==> src/rtl/core/tdpd_pkg.sv <==
// Shared types, constants and the signature table for the tape dump pulse decoder.
`timescale 1ns / 1ps

package tdpd_pkg;

    // Header layout
    localparam int HEADER_BYTES = 20;
    localparam int SIG_LEN      = 12;
    localparam int VERSION_POS  = 12;
    localparam int WIDTH_POS    = 15;
    localparam int RATE_POS     = 16;

    // Result codes
    typedef enum logic [1:0] {
        KIND_HDR_OK  = 2'd0,
        KIND_PULSE   = 2'd1,
        KIND_HDR_BAD = 2'd2,
        KIND_OVER    = 2'd3
    } kind_t;

    // One result as it leaves a decode unit
    typedef struct packed {
        logic        valid;
        kind_t       kind;
        logic [31:0] value;
        logic [5:0]  bits;
    } result_t;

    // Expected signature character at a header position
    function automatic logic [7:0] sig_char(input logic [4:0] pos);
        logic [7:0] c;
        case (pos)
            5'd0:    c = 8'h44;
            5'd1:    c = 8'h43;
            5'd2:    c = 8'h32;
            5'd3:    c = 8'h4E;
            5'd4:    c = 8'h2D;
            5'd5:    c = 8'h54;
            5'd6:    c = 8'h41;
            5'd7:    c = 8'h50;
            5'd8:    c = 8'h2D;
            5'd9:    c = 8'h52;
            5'd10:   c = 8'h41;
            5'd11:   c = 8'h57;
            default: c = 8'h00;
        endcase
        return c;
    endfunction

endpackage

==> src/rtl/core/tape_dump_pulse_decoder_top.sv <==
// Top level of the tape dump pulse decoder: handshake, unit select and result register.
//
// Usage:
//   s_ channel: one dump byte per request (s_data_byte). The first 20 bytes are
//   the header; after a good header every further byte belongs to a sample.
//   m_ channel: one request per result with m_kind, m_value, m_sample_bits.
//   A header gives a result on its last byte (accepted or invalid); a bad
//   header restarts parsing at the next byte. A completed sample gives a pulse,
//   an above-limit error or nothing.
// Timing:
//   One byte is taken every cycle while s_ready is high. A result appears on the
//   m_ channel in the cycle after the byte that caused it is accepted. All decode
//   work for a byte sits between the input handshake and the single result register.
// Stall:
//   While a result waits and m_ready is low, s_ready is low; when m_ready is
//   high a new byte is taken in the same cycle the waiting result leaves.
// Reset:
//   aresetn is synchronous, active low; it drops any pending result and
//   returns to header parsing with an empty pulse sum.
`timescale 1ns / 1ps

module tape_dump_pulse_decoder_top
    import tdpd_pkg::*;
(
    input  logic        aclk,
    input  logic        aresetn,
    input  logic        s_valid,
    output logic        s_ready,
    input  logic [7:0]  s_data_byte,
    output logic        m_valid,
    input  logic        m_ready,
    output logic [1:0]  m_kind,
    output logic [31:0] m_value,
    output logic [5:0]  m_sample_bits
);

    logic        accept;
    logic        hdr_done;
    logic [5:0]  width;
    logic        hdr_en;
    logic        smp_en;
    logic        smp_clear;
    result_t     hdr_res;
    result_t     smp_res;
    result_t     res;

    logic        m_valid_reg, m_valid_next;
    logic [1:0]  kind_reg;
    logic [31:0] value_reg;
    logic [5:0]  bits_reg;

    // Handshake and unit select
    assign s_ready   = !m_valid_reg || m_ready;
    assign accept    = s_valid && s_ready;
    assign hdr_en    = accept && !hdr_done;
    assign smp_en    = accept && hdr_done;
    assign smp_clear = hdr_en && hdr_res.valid && (hdr_res.kind == KIND_HDR_OK);
    assign res       = hdr_done ? smp_res : hdr_res;

    tdpd_header u_header (
        .aclk      (aclk),
        .aresetn   (aresetn),
        .en        (hdr_en),
        .data_byte (s_data_byte),
        .done      (hdr_done),
        .width     (width),
        .res       (hdr_res)
    );

    tdpd_sample u_sample (
        .aclk      (aclk),
        .aresetn   (aresetn),
        .en        (smp_en),
        .clear     (smp_clear),
        .width     (width),
        .data_byte (s_data_byte),
        .res       (smp_res)
    );

    // Result register valid
    always_comb begin
        m_valid_next = m_valid_reg;
        if (accept) begin
            m_valid_next = res.valid;
        end else if (m_ready) begin
            m_valid_next = 1'b0;
        end
    end

    always_ff @(posedge aclk) begin
        if (!aresetn) begin
            m_valid_reg <= 1'b0;
        end else begin
            m_valid_reg <= m_valid_next;
        end
    end

    // Result payload
    always_ff @(posedge aclk) begin
        if (accept && res.valid) begin
            kind_reg  <= res.kind;
            value_reg <= res.value;
            bits_reg  <= res.bits;
        end
    end

    assign m_valid       = m_valid_reg;
    assign m_kind        = kind_reg;
    assign m_value       = value_reg;
    assign m_sample_bits = bits_reg;

    // A request that yields a result is presented on the next cycle
    assert property (@(posedge aclk) disable iff (!aresetn)
        accept && res.valid |=> m_valid)
        else $error("result lost after accepted request");

    // Header accepted carries a legal sample width
    assert property (@(posedge aclk) disable iff (!aresetn)
        m_valid && m_kind == KIND_HDR_OK |-> m_sample_bits >= 6'd1 && m_sample_bits <= 6'd32)
        else $error("accepted header with bad sample width");

    // Only the header-accepted result carries a sample width
    assert property (@(posedge aclk) disable iff (!aresetn)
        m_valid && m_kind != KIND_HDR_OK |-> m_sample_bits == 6'd0)
        else $error("sample width on non-header result");

    // Once the header is accepted, parsing never returns to the header
    assert property (@(posedge aclk) disable iff (!aresetn)
        hdr_done |=> hdr_done)
        else $error("header state dropped without reset");

    // Header results only come from the header parser
    assert property (@(posedge aclk) disable iff (!aresetn)
        smp_en && smp_res.valid |-> smp_res.kind == KIND_PULSE || smp_res.kind == KIND_OVER)
        else $error("sample unit produced a header result");

endmodule

==> src/rtl/core/tdpd_header.sv <==
// Header parser: signature, version and sample width checks, and sample rate capture.
`timescale 1ns / 1ps

module tdpd_header
    import tdpd_pkg::*;
(
    input  logic        aclk,
    input  logic        aresetn,
    input  logic        en,
    input  logic [7:0]  data_byte,
    output logic        done,
    output logic [5:0]  width,
    output result_t     res
);

    logic        done_reg,  done_next;
    logic [4:0]  pos_reg,   pos_next;
    logic        ok_reg,    ok_next;
    logic [5:0]  width_reg, width_next;
    logic [31:0] rate_reg,  rate_next;
    logic        last;
    logic        good;

    // Field checks and end-of-header decision
    always_comb begin
        done_next  = done_reg;
        pos_next   = pos_reg;
        ok_next    = ok_reg;
        width_next = width_reg;
        rate_next  = rate_reg;
        res        = '0;
        good       = 1'b0;
        last       = (pos_reg == 5'(HEADER_BYTES - 1));

        if (pos_reg < 5'(SIG_LEN)) begin
            if (data_byte != sig_char(pos_reg)) ok_next = 1'b0;
        end else if (pos_reg == 5'(VERSION_POS)) begin
            if (data_byte != 8'd0) ok_next = 1'b0;
        end else if (pos_reg == 5'(WIDTH_POS)) begin
            if (data_byte inside {[8'd1:8'd32]}) begin
                width_next = data_byte[5:0];
            end else begin
                width_next = 6'd0;
                ok_next    = 1'b0;
            end
        end else if (pos_reg >= 5'(RATE_POS)) begin
            rate_next = {data_byte, rate_reg[31:8]};
        end

        if (last) begin
            good = ok_next && (width_next inside {[6'd1:6'd32]});
            res.valid = 1'b1;
            pos_next  = 5'd0;
            if (good) begin
                done_next = 1'b1;
                res.kind  = KIND_HDR_OK;
                res.value = rate_next;
                res.bits  = width_next;
            end else begin
                // restart parsing with the next byte
                ok_next    = 1'b1;
                width_next = 6'd0;
                rate_next  = 32'd0;
                res.kind   = KIND_HDR_BAD;
            end
        end else begin
            pos_next = pos_reg + 5'd1;
        end
    end

    // State registers
    always_ff @(posedge aclk) begin
        if (!aresetn) begin
            done_reg  <= 1'b0;
            pos_reg   <= 5'd0;
            ok_reg    <= 1'b1;
            width_reg <= 6'd0;
            rate_reg  <= 32'd0;
        end else if (en) begin
            done_reg  <= done_next;
            pos_reg   <= pos_next;
            ok_reg    <= ok_next;
            width_reg <= width_next;
            rate_reg  <= rate_next;
        end
    end

    assign done  = done_reg;
    assign width = width_reg;

endmodule

==> src/rtl/core/tdpd_sample.sv <==
// Sample assembler and pulse accumulator for the data part of the dump.
`timescale 1ns / 1ps

module tdpd_sample
    import tdpd_pkg::*;
(
    input  logic        aclk,
    input  logic        aresetn,
    input  logic        en,
    input  logic        clear,
    input  logic [5:0]  width,
    input  logic [7:0]  data_byte,
    output result_t     res
);

    logic [1:0]  cnt_reg, cnt_next;
    logic [31:0] asm_reg, asm_next;
    logic [31:0] sum_reg, sum_next;
    logic [5:0]  width_m1;
    logic [1:0]  last_cnt;
    logic [31:0] limit;
    logic [31:0] sample;
    logic [31:0] sum_add;

    // Byte count and limit from the sample width
    always_comb begin
        width_m1 = width - 6'd1;
        if (width == 6'd0 || width > 6'd32) begin
            last_cnt = 2'd0;
            limit    = 32'd0;
        end else begin
            last_cnt = width_m1[4:3];
            limit    = (width == 6'd32) ? 32'hFFFF_FFFF : ((32'd1 << width) - 32'd1);
        end
    end

    // Assemble little-endian, classify on the last byte
    always_comb begin
        sample   = asm_reg | ({24'd0, data_byte} << {cnt_reg, 3'b000});
        sum_add  = sum_reg + sample;
        cnt_next = cnt_reg;
        asm_next = asm_reg;
        sum_next = sum_reg;
        res      = '0;
        if (cnt_reg != last_cnt) begin
            cnt_next = cnt_reg + 2'd1;
            asm_next = sample;
        end else begin
            cnt_next = 2'd0;
            asm_next = 32'd0;
            sum_next = sum_add;
            if (sample > limit) begin
                res.valid = 1'b1;
                res.kind  = KIND_OVER;
            end else if (sample < limit) begin
                res.valid = 1'b1;
                res.kind  = KIND_PULSE;
                res.value = sum_add;
                sum_next  = 32'd0;
            end
        end
    end

    // State registers
    always_ff @(posedge aclk) begin
        if (!aresetn || clear) begin
            cnt_reg <= 2'd0;
            asm_reg <= 32'd0;
            sum_reg <= 32'd0;
        end else if (en) begin
            cnt_reg <= cnt_next;
            asm_reg <= asm_next;
            sum_reg <= sum_next;
        end
    end

endmodule
==> config.mk <==
export PLATFORM = sky130hd
export DESIGN_NAME = tape_dump_pulse_decoder_top
export DESIGN_NICKNAME = d
export VERILOG_FILES = /design/src/rtl/core/tdpd_pkg.sv /design/src/rtl/core/tape_dump_pulse_decoder_top.sv /design/src/rtl/core/tdpd_header.sv /design/src/rtl/core/tdpd_sample.sv
export SDC_FILE = /design/constraint.sdc
export NUM_CORES = 1
export LEC_CHECK = 0
export BUFFER_PORTS_ARGS = -buffer_cell sky130_fd_sc_hd__clkbuf_2
export CORE_UTILIZATION = 30
export DETAILED_ROUTE_END_ITERATION = 8
export GPL_ROUTABILITY_DRIVEN = 0
export SYNTH_ARGS = -nofsm -noshare
export SYNTH_HDL_FRONTEND = slang
export SYNTH_SLANG_ARGS = --single-unit
==> constraint.sdc <==
create_clock -name aclk -period 11.2 [get_ports aclk]
set_clock_uncertainty 0.1 [all_clocks]
set_input_delay 2.24 -clock aclk [delete_from_list [all_inputs] [get_ports aclk]]
set_output_delay 2.24 -clock aclk [all_outputs]
set_load 0.03 [all_outputs]
==> results_dict.tcl, run 1 <==
set metrics [dict create \
    fin_crit_ns 6.51 \
    post-synth-top-count-cell "nor2_1" \
    fmax_ghz 0.154 \
    root_buffer "clkbuf_16" \
    dieArea_um2 33900 \
    min_from "u_sample.sum_reg[10]$_SDFFE_PP0P_" \
    core_um2 32600 \
    cp_slowest_cell "dfxtp_1" \
    grt_pass1_wl_um 46200 \
    holdPathEnd "u_sample.sum_reg[10]$_SDFFE_PP0P_" \
    ys_warn_count 0 \
    synth.avg_cell_area_um2 8.48 \
    cp_cell_sequence "or2_2 -> nor3_1 -> inv_1 -> ha_1 -> o31ai_1 -> a21oi_1 -> nor2_1 -> a31o_2 -> a22oi_1 -> o22ai_1 -> a21oi_1 -> ha_1 -> o21ai_0 -> o21ai_0 -> a211oi_1 -> o21a_1 -> nand3_1 -> nand2_1 -> o211a_1 -> buf_4" \
    ant_nets 0 \
    netlist_instances 1173 \
    first_pass_iters 5 \
    antenna_cells 0 \
    post_cts_buffers 0 \
    ys_seq_area_share_pct 36.0 \
    start_kind "flop" \
    dp_hpwl_um 21900 \
    hold_path_depth 2 \
    pwr_density_cell_nw_per_um2 111 \
    cap_violations 0 \
    wirelength_um 30100 \
    synth_ff_type "dfxtp_1" \
    path_class "reg -> reg" \
    synth_common_cells "152 x nor2_1, 119 x dfxtp_1, 112 x a21oi_1" \
    reg2reg_depth 20 \
    numCtsBuffers 17 \
    clkTransAtPathRegs_ns 0.07 \
    final_layout_size_suffix_gt1_share_pct 9.61 \
    synth.distinct_cells 73 \
    status "complete, no violations" \
    slowest_delay_ns 0.89 \
    start_util_pct 30.5 \
    hold_buffers 0 \
    synthTopCellsByArea "dfxtp_1 24%, edfxtp_1 12%, ha_1 8.9%" \
    cts_tree "yes" \
    wl_per_cell_um 18.5 \
    seqCellArea_um2 3580 \
    p_leak_nw 4.37 \
    overflow 0 \
    setup_viol 0 \
    crit_buf_inv 2 \
    fill_cells 3371 \
    cp_top_family "compound AO/OA/AOI/OAI gates" \
    first_global_vias 8194 \
    synth_top_area_share_pct 23.9 \
    cts.path.max_buffers 2 \
    path_max_fanout 31 \
    layout.nets 1257 \
    die_w_um 184 \
    grt_setup_unrepaired "no" \
    syn-num-nets 1257 \
    worstSkewPairLatency_ns 0.44 \
    maxSlewViolCount 0 \
    critPathRequiredTime_ns 11.19 \
    hold_path_class "reg -> reg" \
    tns_ns 0 \
    synth_edf_count 40 \
    cts_resized 0 \
    synth.cell_area_um2 9950 \
    rr_endpoint "m_value[27]$_DFFE_PP_" \
    cts_sinks 159 \
    fin_crit_sh_pct 58.1 \
    die_h_um 184 \
    synth-seq-cells 159 \
    vias 9124 \
    worst_slack_ns 4.69 \
    synthArstFlopShare_pct 0 \
    cp-end-kind "flop" \
    regToRegStartpoint "u_header.width[3]$_SDFFE_PN0P_" \
    hold_viol_final 0 \
    yosysTopAreaCell "dfxtp_1" \
    via_per_inst 5.60 \
    worst_pin_slew_ns 1.08 \
    antenna_found_initial 0 \
    syn_to_final_growth_pct 11.3 \
    drc 0 \
    drt_iter0_markers 1131 \
    io_pins 54 \
    cts_max_level 4 \
    worst_ep_arrival_time_ns 6.50 \
    rrSetupSlack_ns 4.69 \
    multi_input_area_um2 5910 \
    grt_max_degree 43 \
    rows 66 \
    gr-usage-all-layers_pct 17.9 \
    portBuffers 53 \
    ir_drop_uv 95.1 \
    place_ws_ns 4.83 \
    max_slew_margin_pct 28.0 \
]
power breakdown:
group	internal (mW)	total, mW	leakage (nW)	switching, mW
logic	0.0156	0.0514	2.84	0.0358
registers	0.589	0.592	1.24	0.00329
clock network	0.339	0.587	0.291	0.248
final cells by class:
cell class | count | area share, %
inverters | 38 | 1.29
repair buffers | 60 | 2.87
multi-input cells | 897 | 53.3
flip-flops and latches | 159 | 32.4
well taps | 442 | 4.99
clock inverters | 11 | 1.03
clock buffers | 21 | 4.16
worst register-to-register path, stage by stage, from the launching register on:
cell,delay [ns]
dfxtp_1,0.89
or2_2,0.27
nor3_1,0.07
inv_1,0.10
ha_1,0.57
o31ai_1,0.29
a21oi_1,0.26
nor2_1,0.10
a31o_2,0.28
a22oi_1,0.14
o22ai_1,0.11
a21oi_1,0.21
ha_1,0.28
o21ai_0,0.19
o21ai_0,0.12
a211oi_1,0.23
o21a_1,0.20
nand3_1,0.53
nand2_1,0.32
o211a_1,0.43
buf_4,0.45
through the flow:
step | instances | utilization, % | hold WS (ns) | total power [mW] | area [µm²]
after floorplan | 1173 | - | 0.336 | 0.639 | 9950
after global placement | 1596 | 32.2 | 0.346 | 0.655 | 10500
after detailed placement | 1596 | 32.2 | 0.352 | 0.655 | 10500
after CTS | 1628 | 34.0 | 0.361 | 1.24 | 11100
after global routing | 1628 | 34.0 | 0.384 | 1.26 | 11100
final | 1628 | 34.0 | 0.358 | 1.23 | 11100
worst max-delay path by stage:
stage | from | slack [ns] | end | depth (start not counted)
global route | u_header.width[3]$_SDFFE_PN0P_ | 4.26 | m_value[5]$_DFFE_PP_ | 20
floorplan | s_data_byte[5] | 5.75 | m_kind[0]$_SDFFCE_PN0P_ | 11
global placement | u_header.width[3]$_SDFFE_PN0P_ | 4.90 | m_value[14]$_DFFE_PP_ | 20
detailed placement | u_header.width[3]$_SDFFE_PN0P_ | 4.83 | m_value[27]$_DFFE_PP_ | 20
CTS | u_header.width[3]$_SDFFE_PN0P_ | 4.76 | m_value[5]$_DFFE_PP_ | 20
finish | u_header.width[3]$_SDFFE_PN0P_ | 4.69 | m_value[27]$_DFFE_PP_ | 20
cells in the final DEF, fill, tap and decap left out, types with 25 or more instances in the layout:
master / count
a21o_1: 47
a21oi_1: 112
a22oi_1: 46
clkbuf_2: 53
dfxtp_1: 118
edfxtp_1: 40
ha_1: 71
inv_1: 38
mux2i_1: 32
nand2_1: 69
nand3_1: 25
nor2_1: 152
o21ai_0: 63
per-layer routing:
metal | track usage, % | wire [µm] | up-vias | part of all wire (%)
li1 | - | - | 4339 | -
met1 | 24.5 | 13900 | 4406 | 46
met2 | 27.7 | 13400 | 341 | 45
met3 | 3.58 | 2000 | 38 | 6.7
met4 | 6.50 | 743 | 0 | 2.5
met5 | 0 | 0 | - | 0
kinds of logic after synthesis:
family                     after synthesis  share of synthesized area, %
AOI/OAI and AO/OA                      404                          27.0
muxes                                   35                          3.56
adders and majority gates               73                          9.23
and+or+nand+nor                        353                          16.7
DFF                                    159                          36.0
buffers and inverters                  117                          4.63
xor gates and xnor gates                32                          2.82
(Power assumes the default switching activity.)
==> run 2, diff against run 1 <==
==> constraint.sdc (replaced) <==
create_clock -name aclk -period 5.8 [get_ports aclk]
set_clock_uncertainty 0.1 [all_clocks]
set_input_delay 1.16 -clock aclk [delete_from_list [all_inputs] [get_ports aclk]]
set_output_delay 1.16 -clock aclk [all_outputs]
set_load 0.03 [all_outputs]
==> run 2 against run 1 <==
  * First-iteration DRC count fell by 8.9%
  * Register-to-register slack worse by 4.3 ns
  * Hold slack improved by 0.0062 ns
  * Critical path type unchanged
  * Critical endpoint is now u_sample.sum_reg[31]$_SDFFE_PP0P_
  * Wire length grew 2.0%
  * Final cell count increased by 0.86%
  * Sequential power rose by 93%
==> results_dict.tcl, run 2 (synthesis results as in run 1) <==
set metrics [dict create \
    antenna_cells 0 \
    antenna_found_initial 0 \
    wl_per_cell_um 18.7 \
    start_kind "flop" \
    hold_path_depth 2 \
    status "complete, no violations" \
    fmax_ghz 0.184 \
    path_max_fanout 21 \
    grt_pass1_wl_um 46800 \
    fin_crit_ns 5.45 \
    place_ws_ns 0.520 \
    syn_to_final_growth_pct 13.1 \
    p_leak_nw 4.46 \
    die_h_um 184 \
    cts.path.max_buffers 2 \
    hold_viol_final 0 \
    drc 0 \
    drt_iter0_markers 1030 \
    first_pass_iters 8 \
    dp_hpwl_um 22600 \
    cap_violations 0 \
    cp_top_family "simple AND/OR/NAND/NOR gates" \
    vias 9087 \
    maxSlewViolCount 0 \
    wirelength_um 30700 \
    cts_resized 0 \
    slowest_delay_ns 0.53 \
    portBuffers 53 \
    worst_pin_slew_ns 1.11 \
    grt_setup_unrepaired "no" \
    cts_tree "yes" \
    core_um2 32600 \
    worst_ep_arrival_time_ns 5.71 \
    reg2reg_depth 18 \
    fin_crit_sh_pct 93.9 \
    cts_max_level 4 \
    crit_buf_inv 2 \
    cp_cell_sequence "or3_1 -> nor3_1 -> inv_1 -> ha_1 -> nor3_1 -> a31oi_1 -> o21ai_0 -> a21oi_1 -> ha_1 -> nand4_1 -> nor4_1 -> a211oi_1 -> o2bb2ai_1 -> and2_1 -> nor2_2 -> buf_4 -> nand2b_1 -> o32ai_1" \
    tns_ns 0 \
    clkTransAtPathRegs_ns 0.07 \
    layout.nets 1271 \
    path_class "reg -> reg" \
    crit_cells 18 \
    finalPower_mw 2.47 \
    ant_nets 0 \
    rows 66 \
    root_buffer "clkbuf_16" \
    worst_slack_ns 0.353 \
    setup_viol 0 \
    gr-usage-all-layers_pct 18.2 \
    overflow 0 \
    via_per_inst 5.53 \
    worstSkewPairLatency_ns 0.45 \
    final_layout_size_suffix_gt1_share_pct 10.8 \
    cp-end-kind "flop" \
    critPathRequiredTime_ns 6.06 \
    ir_drop_uv 201 \
    start_util_pct 30.5 \
    post_cts_buffers 0 \
    dieArea_um2 33900 \
    first_global_vias 8234 \
    numCtsBuffers 17 \
    grt_max_degree 43 \
    hold_buffers 0 \
    hold_path_class "reg -> reg" \
    cts_sinks 159 \
    cp_slowest_cell "nor4_1" \
    max_slew_margin_pct 25.8 \
    die_w_um 184 \
    io_pins 54 \
    mostFrequentLayoutCells "152 x nor2_1, 118 x dfxtp_1, 112 x a21oi_1, 71 x ha_1, 69 x nand2_1" \
    layout_commonest_cell "nor2_1" \
    pwr_density_cell_nw_per_um2 219 \
]
-- run 2: changes by cell type in the layout (fill, tap and decap cells not counted), moves of 2 or more --
cell	delta
inv_6	+4
buf_4	+13
inv_8	+2
clkbuf_8	-2
clkbuf_1	-2
clkinv_2	-5
-- run 2: worst paths after layout --
check,startpoint,end,slack [ns]
hold / removal,u_sample.sum_reg[10]$_SDFFE_PP0P_,u_sample.sum_reg[10]$_SDFFE_PP0P_,0.36
hold reg to reg,u_sample.sum_reg[10]$_SDFFE_PP0P_,u_sample.sum_reg[10]$_SDFFE_PP0P_,0.36
setup / recovery,u_header.width[0]$_SDFFE_PN0P_,u_sample.sum_reg[31]$_SDFFE_PP0P_,0.35
setup reg to reg,u_header.width[0]$_SDFFE_PN0P_,u_sample.sum_reg[31]$_SDFFE_PP0P_,0.35
-- run 2: metal layers --
layer | GRT usage (%) | wire length [µm] | up-vias
li1 | - | - | 4379
met1 | 24.6 | 14100 | 4356
met2 | 29.0 | 14100 | 302
met3 | 3.20 | 1820 | 50
met4 | 6.40 | 693 | 0
met5 | 0 | 0 | -
-- run 2: power breakdown --
group	switching, mW	internal [mW]
clock	0.525	0.694
combinational	0.0731	0.0321
sequential	0.00662	1.14
-- run 2: area by class of cell --
| class | count | area, µm² |
|---|---|---|
| well taps | 442 | 553 |
| inverters | 38 | 143 |
| flip-flops and latches | 159 | 3580 |
| fillers | 3388 | 21400 |
| multi-input cells | 897 | 5910 |
| clock inverters | 15 | 203 |
| repair buffers | 74 | 435 |
| clock buffers | 17 | 425 |
-- run 2: tightest hold or removal path: stages, from the launching register on --
cell and delay [ns]:
dfxtp_1 0.32, nand2_1 0.05, a21oi_1 0.05
-- run 2: through the flow --
stage	hold WS [ns]	utilization (%)	area [µm²]	std cells
floorplan	0.336	-	9950	1173
global placement	0.345	32.6	10600	1610
detailed placement	0.355	32.6	10600	1610
CTS	0.363	34.5	11200	1642
global route	0.394	34.5	11200	1642
finish	0.364	34.5	11200	1642
==> run 3, diff against run 2 <==
--- a/config.mk
+++ b/config.mk
@@ -6,9 +6,13 @@
 export NUM_CORES = 1
 export LEC_CHECK = 0
 export BUFFER_PORTS_ARGS = -buffer_cell sky130_fd_sc_hd__clkbuf_2
-export CORE_UTILIZATION = 30
+export CELL_PAD_IN_SITES_DETAIL_PLACEMENT = 1
+export CELL_PAD_IN_SITES_GLOBAL_PLACEMENT = 2
+export CORE_UTILIZATION = 35
+export CTS_CLUSTER_DIAMETER = 40
 export DETAILED_ROUTE_END_ITERATION = 8
 export GPL_ROUTABILITY_DRIVEN = 0
+export PLACE_DENSITY_LB_ADDON = 0.1
 export SYNTH_ARGS = -nofsm -noshare
 export SYNTH_HDL_FRONTEND = slang
 export SYNTH_SLANG_ARGS = --single-unit
==> run 3 against run 2 <==
  * Non-clock buffer count rose by 9
  * Final area fell by 0.13%
  * Power fell by 1.7%
  * Sequential cell count did not move
  * Global-route usage rose by 6.9 points
  * Fmax rose by 2.8%
  * Combinational power rose by 9%
  * Wire length rose by 16%
  * Die area fell by 14%
  * Sequential share of layout area barely moved
==> results_dict.tcl, run 3 (synthesis results as in run 1) <==
set metrics [dict create \
    io_pins 54 \
    ir_drop_uv 140 \
    hold_path_class "reg -> reg" \
    max_slew_margin_pct 23.9 \
    cts_sinks 159 \
    grt_setup_unrepaired "no" \
    path_class "reg -> reg" \
    seqPwrFrac_pct 47.1 \
    via_per_inst 5.70 \
    layout.nets 1280 \
    grt_max_degree 42 \
    regToRegStartpoint "u_header.width[0]$_SDFFE_PN0P_" \
    cap_violations 0 \
    first_pass_iters 5 \
    wirelength_um 35700 \
    worst_pin_slew_ns 1.14 \
    cp-endpoint "m_value[9]$_DFFE_PP_" \
    rrSetupSlack_ns 0.50 \
    cp_cell_sequence "or3_1 -> nor3_1 -> inv_1 -> ha_1 -> o31ai_1 -> a21oi_1 -> and2_1 -> a31o_2 -> a22oi_1 -> o22ai_1 -> a21oi_1 -> ha_1 -> o21ai_0 -> o21ai_0 -> a211oi_1 -> o21a_1 -> nand3_1 -> nand2_1 -> o211a_1 -> buf_12" \
    antenna_found_initial 1 \
    hold_path_depth 2 \
    p_switching_mw 0.669 \
    cts_max_level 4 \
    rr_endpoint "m_value[9]$_DFFE_PP_" \
    start_kind "flop" \
    pwr-share-clk_pct 48.2 \
    grt_pass1_wl_um 54500 \
    cts_tree "yes" \
    p_comb_share_pct 4.7 \
    slowest_delay_ns 0.46 \
    vias 9054 \
    syn_to_final_growth_pct 12.9 \
    path_max_fanout 31 \
    layout_commonest_cell "nor2_1" \
    ant_nets 0 \
    pwr_density_cell_nw_per_um2 216 \
    setup_viol 0 \
    dp_hpwl_um 26700 \
    switching_share_pct 27.6 \
    wl_per_cell_um 22.5 \
    drt_iter0_markers 503 \
    cp-end-kind "flop" \
    core_um2 27900 \
    drc 0 \
    gr-usage-all-layers_pct 25.1 \
    die_h_um 171 \
    post_cts_buffers 0 \
    root_buffer "clkbuf_16" \
    first_global_vias 9013 \
    p_leak_nw 4.49 \
    worst_ep_arrival_time_ns 5.33 \
    cp_slowest_cell "or3_1" \
    numCtsBuffers 17 \
    reg2reg_depth 20 \
    tns_ns 0 \
    status "complete, no violations" \
    cts.path.max_buffers 2 \
    critPathRequiredTime_ns 5.83 \
    hold_viol_final 0 \
    final_layout_size_suffix_gt1_share_pct 11.5 \
    startpoint "u_header.width[0]$_SDFFE_PN0P_" \
    min_from "u_sample.sum_reg[24]$_SDFFE_PP0P_" \
    start_util_pct 35.7 \
    portBuffers 53 \
    maxSlewViolCount 0 \
    die_w_um 171 \
    dieArea_um2 29100 \
    worst_slack_ns 0.502 \
    place_ws_ns 0.337 \
    worstSkewPairLatency_ns 0.44 \
    rows 61 \
    fin_crit_sh_pct 91.4 \
    clkTransAtPathRegs_ns 0.08 \
    fmax_ghz 0.189 \
    fin_crit_ns 5.30 \
    internal_power_mw 1.76 \
    mostFrequentLayoutCells "152 x nor2_1, 118 x dfxtp_1, 112 x a21oi_1, 71 x ha_1, 69 x nand2_1" \
    overflow 0 \
]
run 3: cell count changes in the layout (fill, tap and decap cells not counted), moves of 2 or more:
cell	previous run	this run
buf_4	20	29
bufinv_16	3	0
clkinv_8	1	7
inv_8	2	4
inv_6	5	1
run 3: metal layers:
metal / wire length, µm / vias up / track usage (%)
li1: - / 4383 / -
met1: 17300 / 4465 / 34.3
met2: 16600 / 163 / 40.7
met3: 869 / 43 / 3.08
met4: 951 / 0 / 8.50
met5: 0 / - / 0
run 3: worst min-delay path by stage:
stage	endpoint	slack, ns
CTS	u_sample.sum_reg[24]$_SDFFE_PP0P_	0.37
detailed placement	u_sample.sum_reg[24]$_SDFFE_PP0P_	0.36
floorplan	u_sample.sum_reg[24]$_SDFFE_PP0P_	0.34
global placement	u_sample.sum_reg[10]$_SDFFE_PP0P_	0.35
global route	u_sample.sum_reg[25]$_SDFFE_PP0P_	0.39
finish	u_sample.sum_reg[24]$_SDFFE_PP0P_	0.37
run 3: worst max-delay path: cells and delay by family, from the launching register on:
family	cells	cell delay (ns)
simple gates	5	1.42
buf+inv	2	0.36
compound gates	11	2.15
flops	1	0.31
fa+ha+maj	2	0.59
run 3: final cells by class:
| class | instances | area [µm²] |
|---|---|---|
| clock buffers | 17 | 425 |
| fillers | 3315 | 16600 |
| repair buffers | 83 | 503 |
| multi-input cells | 897 | 5910 |
| well taps | 378 | 473 |
| flip-flops and latches | 159 | 3580 |
| clock inverters | 15 | 193 |
| diodes | 1 | 2.50 |
| inverters | 38 | 143 |
run 3: repair_timing:
action / CTS / global route
hold buffers: 0 / 0
setup endpoints to repair: 0 / 5
resized for setup: 0 / 1
endpoints found under the hold margin: 0 / 0
run 3: stage by stage:
step                      utilization [%]  hold WS, ns  std cells  total power, mW  cell area [µm²]
after CTS                            40.3        0.368       1587             2.45            11200
final                                40.3        0.367       1588             2.43            11200
after detailed placement             38.1        0.356       1555             1.28            10600
after floorplan                         -        0.336       1173             1.23             9950
after global placement               38.1        0.345       1555             1.28            10600
after global routing                 40.3        0.386       1587             2.51            11200
run 3: power by group through the flow:
stage / sequential (mW) / clock (mW) / combinational [mW]
global placement: 1.17 / 0 / 0.112
CTS: 1.14 / 1.20 / 0.113
detailed placement: 1.17 / 0 / 0.113
floorplan: 1.17 / 0 / 0.0675
global route: 1.14 / 1.24 / 0.124
finish: 1.14 / 1.17 / 0.114
